===== config.mk =====
export PLATFORM = sky130hd
export DESIGN_NAME = mwf_rank_median
export DESIGN_NICKNAME = d
export VERILOG_FILES = /design/src/hdl/mwf_pkg.sv /design/src/hdl/mwf_rank_median.sv
export SDC_FILE = /design/constraint.sdc
export NUM_CORES = 2
export LEC_CHECK = 0
export BUFFER_PORTS_ARGS = -buffer_cell sky130_fd_sc_hd__buf_2
export CAP_MARGIN = 20
export CORE_MARGIN = 2
export CORE_UTILIZATION = 25
export CTS_BUF_LIST = sky130_fd_sc_hd__clkbuf_8
export DETAILED_ROUTE_END_ITERATION = 10
export GPL_ROUTABILITY_DRIVEN = 0
export PLACE_DENSITY = 0.38
export SKIP_CTS_REPAIR_TIMING = 1
export SKIP_LAST_GASP = 1
export SLEW_MARGIN = 20
export SYNTH_ARGS = -nofsm -noshare
export SYNTH_HDL_FRONTEND = slang
export SYNTH_SLANG_ARGS = --single-unit

===== constraint.sdc =====
create_clock -name aclk -period 9.15 [get_ports aclk]
set_input_delay 0.915 -clock aclk [delete_from_list [all_inputs] [get_ports aclk]]
set_output_delay 0.915 -clock aclk [all_outputs]
set_load 0.1 [all_outputs]

===== src/hdl/mwf_pkg.sv =====
// Shared types, constants and helpers for the median window filter.
`default_nettype none

package mwf_pkg;

    localparam int DEF_MAX_WIDTH        = 1024;
    localparam int DEF_MAX_HEIGHT       = 1024;
    localparam int DEF_MAX_WINDOW_CELLS = 25;

    localparam int PIX_W       = 8;
    localparam int WIN_SIDE    = 5;
    localparam int WIN_CELLS   = WIN_SIDE * WIN_SIDE;
    localparam int MEDIAN_RANK = WIN_CELLS / 2;
    localparam int RANK_W      = 5;
    localparam int LANES       = 8;
    localparam int LANE_W      = 3;
    localparam int POS_W       = 10;
    localparam int CFG_IDX_W   = 2;
    localparam int CFG_DATA_W  = 11;
    localparam int M_DATA_W    = 32;

    localparam logic [CFG_IDX_W-1:0] CFG_WINDOW_SIZE  = 2'd0;
    localparam logic [CFG_IDX_W-1:0] CFG_IMAGE_WIDTH  = 2'd1;
    localparam logic [CFG_IDX_W-1:0] CFG_IMAGE_HEIGHT = 2'd2;

    typedef logic [PIX_W-1:0] pix_t;
    typedef pix_t [WIN_SIDE-1:0] col_t;
    typedef pix_t [WIN_CELLS-1:0] cells_t;

    typedef struct packed {
        logic [LANE_W-1:0]   base_lane;
        logic [WIN_SIDE-1:0] row_ok;
        pix_t                pix;
    } fetch_ctl_t;

    typedef struct packed {
        logic             last;
        logic [POS_W-1:0] row;
        logic [POS_W-1:0] col;
    } out_meta_t;

    // Filler for cells outside the active window: half low, half high keeps the median.
    function automatic pix_t pad_value(input int d, input int k);
        int sum;
        sum = d + k;
        return sum[0] ? {PIX_W{1'b1}} : {PIX_W{1'b0}};
    endfunction

endpackage

`default_nettype wire


===== src/hdl/mwf_rank_median.sv =====
// Pipelined rank selector: picks the middle element of the 25 window cells.
`default_nettype none

module mwf_rank_median
    import mwf_pkg::*;
(
    input  wire logic      aclk,
    input  wire logic      aresetn,
    input  wire logic      en,
    input  wire logic      in_valid,
    input  wire cells_t    in_cells,
    input  wire out_meta_t in_meta,
    output logic           out_valid,
    output pix_t           out_median,
    output out_meta_t      out_meta
);

    logic                 c_valid_reg, d_valid_reg, e_valid_reg, o_valid_reg;
    cells_t               c_cells_reg, d_cells_reg, e_cells_reg;
    out_meta_t            c_meta_reg, d_meta_reg, e_meta_reg, o_meta_reg;
    logic [WIN_CELLS-1:0] d_beats_reg [WIN_CELLS];
    logic [WIN_CELLS-1:0] beats_next [WIN_CELLS];
    logic [RANK_W-1:0]    e_rank_reg [WIN_CELLS];
    logic [RANK_W-1:0]    rank_next [WIN_CELLS];
    logic [WIN_CELLS-1:0] hit;
    pix_t                 median_next;
    pix_t                 o_median_reg;

    // Ties break by cell index so every rank is unique.
    always_comb begin
        for (int i = 0; i < WIN_CELLS; i++) begin
            for (int j = 0; j < WIN_CELLS; j++) begin
                beats_next[i][j] = (c_cells_reg[j] < c_cells_reg[i]) ||
                                   ((c_cells_reg[j] == c_cells_reg[i]) && (j < i));
            end
        end
    end

    always_comb begin
        for (int i = 0; i < WIN_CELLS; i++) begin
            rank_next[i] = '0;
            for (int j = 0; j < WIN_CELLS; j++) begin
                rank_next[i] = rank_next[i] + RANK_W'(d_beats_reg[i][j]);
            end
        end
    end

    always_comb begin
        median_next = '0;
        for (int i = 0; i < WIN_CELLS; i++) begin
            hit[i] = (e_rank_reg[i] == RANK_W'(MEDIAN_RANK));
            if (hit[i]) begin
                median_next = median_next | e_cells_reg[i];
            end
        end
    end

    always_ff @(posedge aclk) begin
        if (!aresetn) begin
            c_valid_reg <= 1'b0;
            d_valid_reg <= 1'b0;
            e_valid_reg <= 1'b0;
            o_valid_reg <= 1'b0;
        end else if (en) begin
            c_valid_reg <= in_valid;
            d_valid_reg <= c_valid_reg;
            e_valid_reg <= d_valid_reg;
            o_valid_reg <= e_valid_reg;
        end
    end

    always_ff @(posedge aclk) begin
        if (en) begin
            c_cells_reg  <= in_cells;
            c_meta_reg   <= in_meta;
            d_beats_reg  <= beats_next;
            d_cells_reg  <= c_cells_reg;
            d_meta_reg   <= c_meta_reg;
            e_rank_reg   <= rank_next;
            e_cells_reg  <= d_cells_reg;
            e_meta_reg   <= d_meta_reg;
            o_median_reg <= median_next;
            o_meta_reg   <= e_meta_reg;
        end
    end

    assign out_valid  = o_valid_reg;
    assign out_median = o_median_reg;
    assign out_meta   = o_meta_reg;

    a_one_median : assert property (@(posedge aclk) disable iff (!aresetn)
        e_valid_reg |-> $onehot(hit))
        else $error("median rank not unique");

    a_stall_hold : assert property (@(posedge aclk) disable iff (!aresetn)
        (!en && o_valid_reg) |=> (o_valid_reg && $stable(o_median_reg)))
        else $error("output stage changed while stalled");

    a_drain_order : assert property (@(posedge aclk) disable iff (!aresetn)
        (en && e_valid_reg) |=> o_valid_reg)
        else $error("result lost between rank and output stage");

endmodule

`default_nettype wire


==> report_table.html <==
<table>
<tr><th>Metric</th><th>Value</th></tr>
<tr><th colspan="2">Outcome</th></tr>
<tr><td>Run status</td><td>complete, no violations</td></tr>
<tr><th colspan="2">Power and ir drop</th></tr>
<tr><td>Net switching component of the power</td><td>15.0 mW</td></tr>
<tr><td>Total power after layout</td><td>35.7 mW</td></tr>
<tr><td>Cell internal pwr</td><td>20.6 mW</td></tr>
<tr><td>Power per standard cell area</td><td>269 nW/µm²</td></tr>
<tr><td>Leak pwr</td><td>59.3 nW</td></tr>
<tr><td>Sequential fraction of design power</td><td>0.277</td></tr>
<tr><td>Switching power as a share of total power</td><td>0.422</td></tr>
<tr><td>Comb power frac</td><td>0.521</td></tr>
<tr><td>Maximum vdd drop</td><td>0.230 mV</td></tr>
<tr><td>Power share of the clock group</td><td>0.203</td></tr>
<tr><th colspan="2">Placement</th></tr>
<tr><td>Setup WS pre-CTS</td><td>4.70 ns</td></tr>
<tr><td>Placed Instance Area</td><td>125000 µm²</td></tr>
<tr><td>Half-perimeter wire length after detailed placement</td><td>408000 µm</td></tr>
<tr><td>Placed Cells incl. Taps</td><td>16100</td></tr>
<tr><td>Port-buffer cells</td><td>254</td></tr>
<tr><th colspan="2">Route</th></tr>
<tr><td>Antenna Nets Post-Route</td><td>0</td></tr>
<tr><td>Vias per inst</td><td>5.28</td></tr>
<tr><td>Total Wirelength</td><td>580000 µm</td></tr>
<tr><td>DR pass1 iterations</td><td>6</td></tr>
<tr><td>Average wire per standard cell</td><td>34.4 µm</td></tr>
<tr><td>Number of remaining DRC errors</td><td>0</td></tr>
<tr><td>Routed via count</td><td>89200</td></tr>
<tr><td>Violation count after the first detailed-routing iteration</td><td>9029</td></tr>
<tr><th colspan="2">Global route</th></tr>
<tr><td>Antenna violations before repair</td><td>100</td></tr>
<tr><td>Total global-route track usage</td><td>0.246</td></tr>
<tr><td>Sum of overflow across all layers after global routing</td><td>0</td></tr>
<tr><td>Vias in the first global route</td><td>88200</td></tr>
<tr><td>Pin count of the biggest net entering global routing</td><td>165</td></tr>
<tr><td>Global-route wire length before repair</td><td>767000 µm</td></tr>
<tr><th colspan="2">Floorplanning</th></tr>
<tr><td>Area enclosed by the die boundary</td><td>459000 µm²</td></tr>
<tr><td>Horizontal extent of the die</td><td>677 µm</td></tr>
<tr><td>Ports placed on the boundary</td><td>255</td></tr>
<tr><td>Total core area</td><td>452000 µm²</td></tr>
<tr><td>Die Y-Extent</td><td>677 µm</td></tr>
<tr><td>Starting Density</td><td>0.251</td></tr>
<tr><td>Placement Rows</td><td>247</td></tr>
<tr><th colspan="2">Setup path</th></tr>
<tr><td>Worst Path Class, Setup</td><td>reg2reg</td></tr>
<tr><td>Count of buffer and inverter cells on the critical path</td><td>4</td></tr>
<tr><td>Most Frequent Cell on Critical Path</td><td>sky130_fd_sc_hd__fa_1</td></tr>
<tr><td>Slack of the worst reg-to-reg path</td><td>4.69 ns</td></tr>
<tr><td>Required time at the endpoint of the critical path</td><td>9.95 ns</td></tr>
<tr><td>Delay of the slowest critical-path stage</td><td>0.55 ns</td></tr>
<tr><td>Cell with the largest stage delay on the worst path</td><td>sky130_fd_sc_hd__fa_1</td></tr>
<tr><td>CP cell instances</td><td>fa_1, inv_1, fa_1, inv_1, fa_1, inv_1, fa_1, fa_1, inv_1, fa_1, fa_1, a21o_1, a21o_1</td></tr>
<tr><td>Category of cells accounting for the largest share of critical-path delay</td><td>adder cells</td></tr>
<tr><td>Endpoint arrival time on the critical path</td><td>5.27 ns</td></tr>
<tr><td>First element of the critical path</td><td>d_beats_reg[392]$_DFFE_PP_</td></tr>
<tr><td>Reg2Reg Launch Point</td><td>d_beats_reg[392]$_DFFE_PP_</td></tr>
<tr><td>Startpoint kind of the worst setup timing path</td><td>flip-flop</td></tr>
<tr><td>Count of cells along the worst register-to-register path</td><td>13</td></tr>
<tr><td>CP endpoint kind</td><td>flip-flop</td></tr>
<tr><td>Reg-to-reg endpoint</td><td>e_rank_reg[79]$_DFFE_PP_</td></tr>
<tr><td>CP max FO</td><td>2</td></tr>
<tr><th colspan="2">Final layout</th></tr>
<tr><td>Largest register FFs</td><td>600</td></tr>
<tr><td>Total of fill cells in the finished design</td><td>46000</td></tr>
<tr><td>Area growth, synth to finish</td><td>17.1%</td></tr>
<tr><td>Final instance area</td><td>133000 µm²</td></tr>
<tr><td>Final net count</td><td>13900</td></tr>
<tr><td>Share of final-layout standard cells stronger than drive strength 1</td><td>0.0964</td></tr>
<tr><td>Final core utilization</td><td>0.294</td></tr>
<tr><td>Finished Layout Cells</td><td>16900</td></tr>
<tr><th colspan="2">Synthesis</th></tr>
<tr><td>EDFF count, synth</td><td>1417</td></tr>
<tr><td>Cell area after technology mapping</td><td>113000 µm²</td></tr>
<tr><td>Average footprint of a synthesized cell</td><td>11.9 µm²</td></tr>
<tr><td>Primary FF master, synth</td><td>sky130_fd_sc_hd__edfxtp_1</td></tr>
<tr><td>Most instantiated library cell after synthesis</td><td>sky130_fd_sc_hd__ha_1</td></tr>
<tr><td>Seq cells post-synth</td><td>1421</td></tr>
<tr><td>Area share of the leading cell type in the synthesized netlist</td><td>0.376</td></tr>
<tr><td>Cell count after synthesis</td><td>9552</td></tr>
<tr><td>Netlist cell types</td><td>63</td></tr>
<tr><td>Async S/R FF share, synth</td><td>0</td></tr>
<tr><td>Most numerous cell types in the synthesized netlist</td><td>sky130_fd_sc_hd__ha_1, sky130_fd_sc_hd__edfxtp_1, sky130_fd_sc_hd__inv_1, sky130_fd_sc_hd__a21o_1, sky130_fd_sc_hd__a21oi_1</td></tr>
<tr><td>Share of synthesized area occupied by flip-flops and latches</td><td>0.376</td></tr>
<tr><td>Cell type with the largest total area after synthesis</td><td>sky130_fd_sc_hd__edfxtp_1</td></tr>
<tr><td>Cells taking the most area after synthesis</td><td>sky130_fd_sc_hd__edfxtp_1, sky130_fd_sc_hd__ha_1, sky130_fd_sc_hd__fa_1</td></tr>
<tr><td>Total number of yosys warnings</td><td>0</td></tr>
<tr><th colspan="2">Timing</th></tr>
<tr><td>Layout Skew</td><td>0.160 ns</td></tr>
<tr><td>Post-route clock period utilization</td><td>0.488</td></tr>
<tr><td>Total setup violations reported at the end of the flow</td><td>0</td></tr>
<tr><td>Smallest setup slack after layout</td><td>4.69 ns</td></tr>
<tr><td>Unrepaired setup endpoints after global routing</td><td>no</td></tr>
<tr><td>Minimum period implied by the final worst setup slack</td><td>4.46 ns</td></tr>
<tr><td>Number of max-slew violations in the final report</td><td>0</td></tr>
<tr><td>Hold Fails Final Rpt</td><td>0</td></tr>
<tr><td>Slew of the pin with the lowest slew margin</td><td>1.19 ns</td></tr>
<tr><td>Worst hold-check slack</td><td>0.0378 ns</td></tr>
<tr><td>Achievable frequency</td><td>224 MHz</td></tr>
<tr><td>Aggregate negative setup slack</td><td>0 ns</td></tr>
<tr><td>Worst-case headroom to the max-slew limit</td><td>0.200</td></tr>
<tr><th colspan="2">Clock network</th></tr>
<tr><td>Clock network latency to the later pin of the worst-skew pair</td><td>1.19 ns</td></tr>
<tr><td>Clock transition at path regs</td><td>0.06 ns</td></tr>
<tr><td>Clock buffers created by TritonCTS</td><td>308</td></tr>
<tr><td>Clock root buffer</td><td>sky130_fd_sc_hd__clkbuf_8</td></tr>
<tr><td>CTS tree</td><td>done</td></tr>
<tr><td>Clock Sink Count</td><td>1421</td></tr>
<tr><td>CTS H-tree depth</td><td>5</td></tr>
<tr><td>Bufs on Longest Clock Path</td><td>4</td></tr>
<tr><th colspan="2">Min path</th></tr>
<tr><td>Hold Path Stages</td><td>1</td></tr>
<tr><td>Worst min-delay path startpoint</td><td>in_cells[63]</td></tr>
<tr><td>Endpoint, Worst Hold</td><td>c_cells_reg[63]$_DFFE_PP_</td></tr>
<tr><td>Classification of the worst-slack hold path</td><td>in2reg</td></tr>
<tr><th colspan="2">Job</th></tr>
<tr><td>Max-cap viol count</td><td>0</td></tr>
</table>
-- worst register-to-register path, cell delays in order, from the launching register on --
cell,delay (ns)
sky130_fd_sc_hd__edfxtp_1,0.40
sky130_fd_sc_hd__fa_1,0.55
sky130_fd_sc_hd__inv_1,0.05
sky130_fd_sc_hd__fa_1,0.47
sky130_fd_sc_hd__inv_1,0.05
sky130_fd_sc_hd__fa_1,0.47
sky130_fd_sc_hd__inv_1,0.05
sky130_fd_sc_hd__fa_1,0.45
sky130_fd_sc_hd__fa_1,0.49
sky130_fd_sc_hd__inv_1,0.05
sky130_fd_sc_hd__fa_1,0.39
sky130_fd_sc_hd__fa_1,0.41
sky130_fd_sc_hd__a21o_1,0.19
sky130_fd_sc_hd__a21o_1,0.17
-- cell type report --
| type | instances | area [µm²] | area share |
|---|---|---|---|
| clock inverter | 241 | 1680 | 0.0126 |
| antenna | 30 | 75.1 | 0.000566 |
| timing repair buffer | 771 | 5820 | 0.0438 |
| sequential | 1421 | 42600 | 0.321 |
| tap | 5976 | 7480 | 0.0564 |
| clock buffer | 308 | 4240 | 0.0320 |
| inverter | 833 | 3130 | 0.0236 |
| multi-input combinational | 7297 | 67600 | 0.510 |
-- logic make-up after synthesis --
group           Yosys count  share of synthesized area
fa+ha+maj              3019                      0.362
compound gates         2298                      0.131
simple gates           1923                     0.0992
flops                  1421                      0.376
buf+inv                 835                     0.0277
xor+xnor                 50                    0.00387
mux                       4                   0.000353
other cells               2                  0.0000663
-- power by group through the flow --
| stage | sequential, mW | combinational, mW | clock (mW) |
|---|---|---|---|
| 2_1_floorplan | 10.0 | 12.1 | 0 |
| 3_3_place_gp | 10.0 | 17.9 | 0 |
| 3_5_place_dp | 10.0 | 18.4 | 0 |
| 4_1_cts | 9.89 | 18.6 | 7.47 |
| 5_1_grt | 9.95 | 20.8 | 7.71 |
| 6_report | 9.87 | 18.6 | 7.22 |
-- worst max path at each step --
| stage | to | cells past startpoint |
|---|---|---|
| 2_1_floorplan | e_rank_reg[79]$_DFFE_PP_ | 13 |
| 3_3_place_gp | e_rank_reg[79]$_DFFE_PP_ | 13 |
| 3_5_place_dp | e_rank_reg[79]$_DFFE_PP_ | 11 |
| 4_1_cts | e_rank_reg[79]$_DFFE_PP_ | 13 |
| 5_1_grt | e_rank_reg[79]$_DFFE_PP_ | 13 |
| 6_report | e_rank_reg[79]$_DFFE_PP_ | 13 |
-- cell usage in the layout (no fill, tap or decap), drive strengths merged, types with 41 or more instances in the layout --
master / instances
ha: 2591
edfxtp: 1417
inv: 902
a21o: 647
a21oi: 617
buf: 581
nand4: 553
nand2b: 465
fa: 428
o21ai: 391
nor2: 317
clkbuf: 308
nor2b: 297
o22ai: 227
o22a: 217
dlygate4sd3: 190
clkinv: 139
nand3: 101
o21a: 56
xnor2: 49
nand2: 44
nor3: 41
-- metal layers --
layer  global-route usage  share of wire
met1                0.320           0.43
met2                0.396           0.45
met3               0.0390          0.064
met4                0.122          0.057
met5                    0        0.00030
No activity file was read; power rests on OpenSTA's default activity.
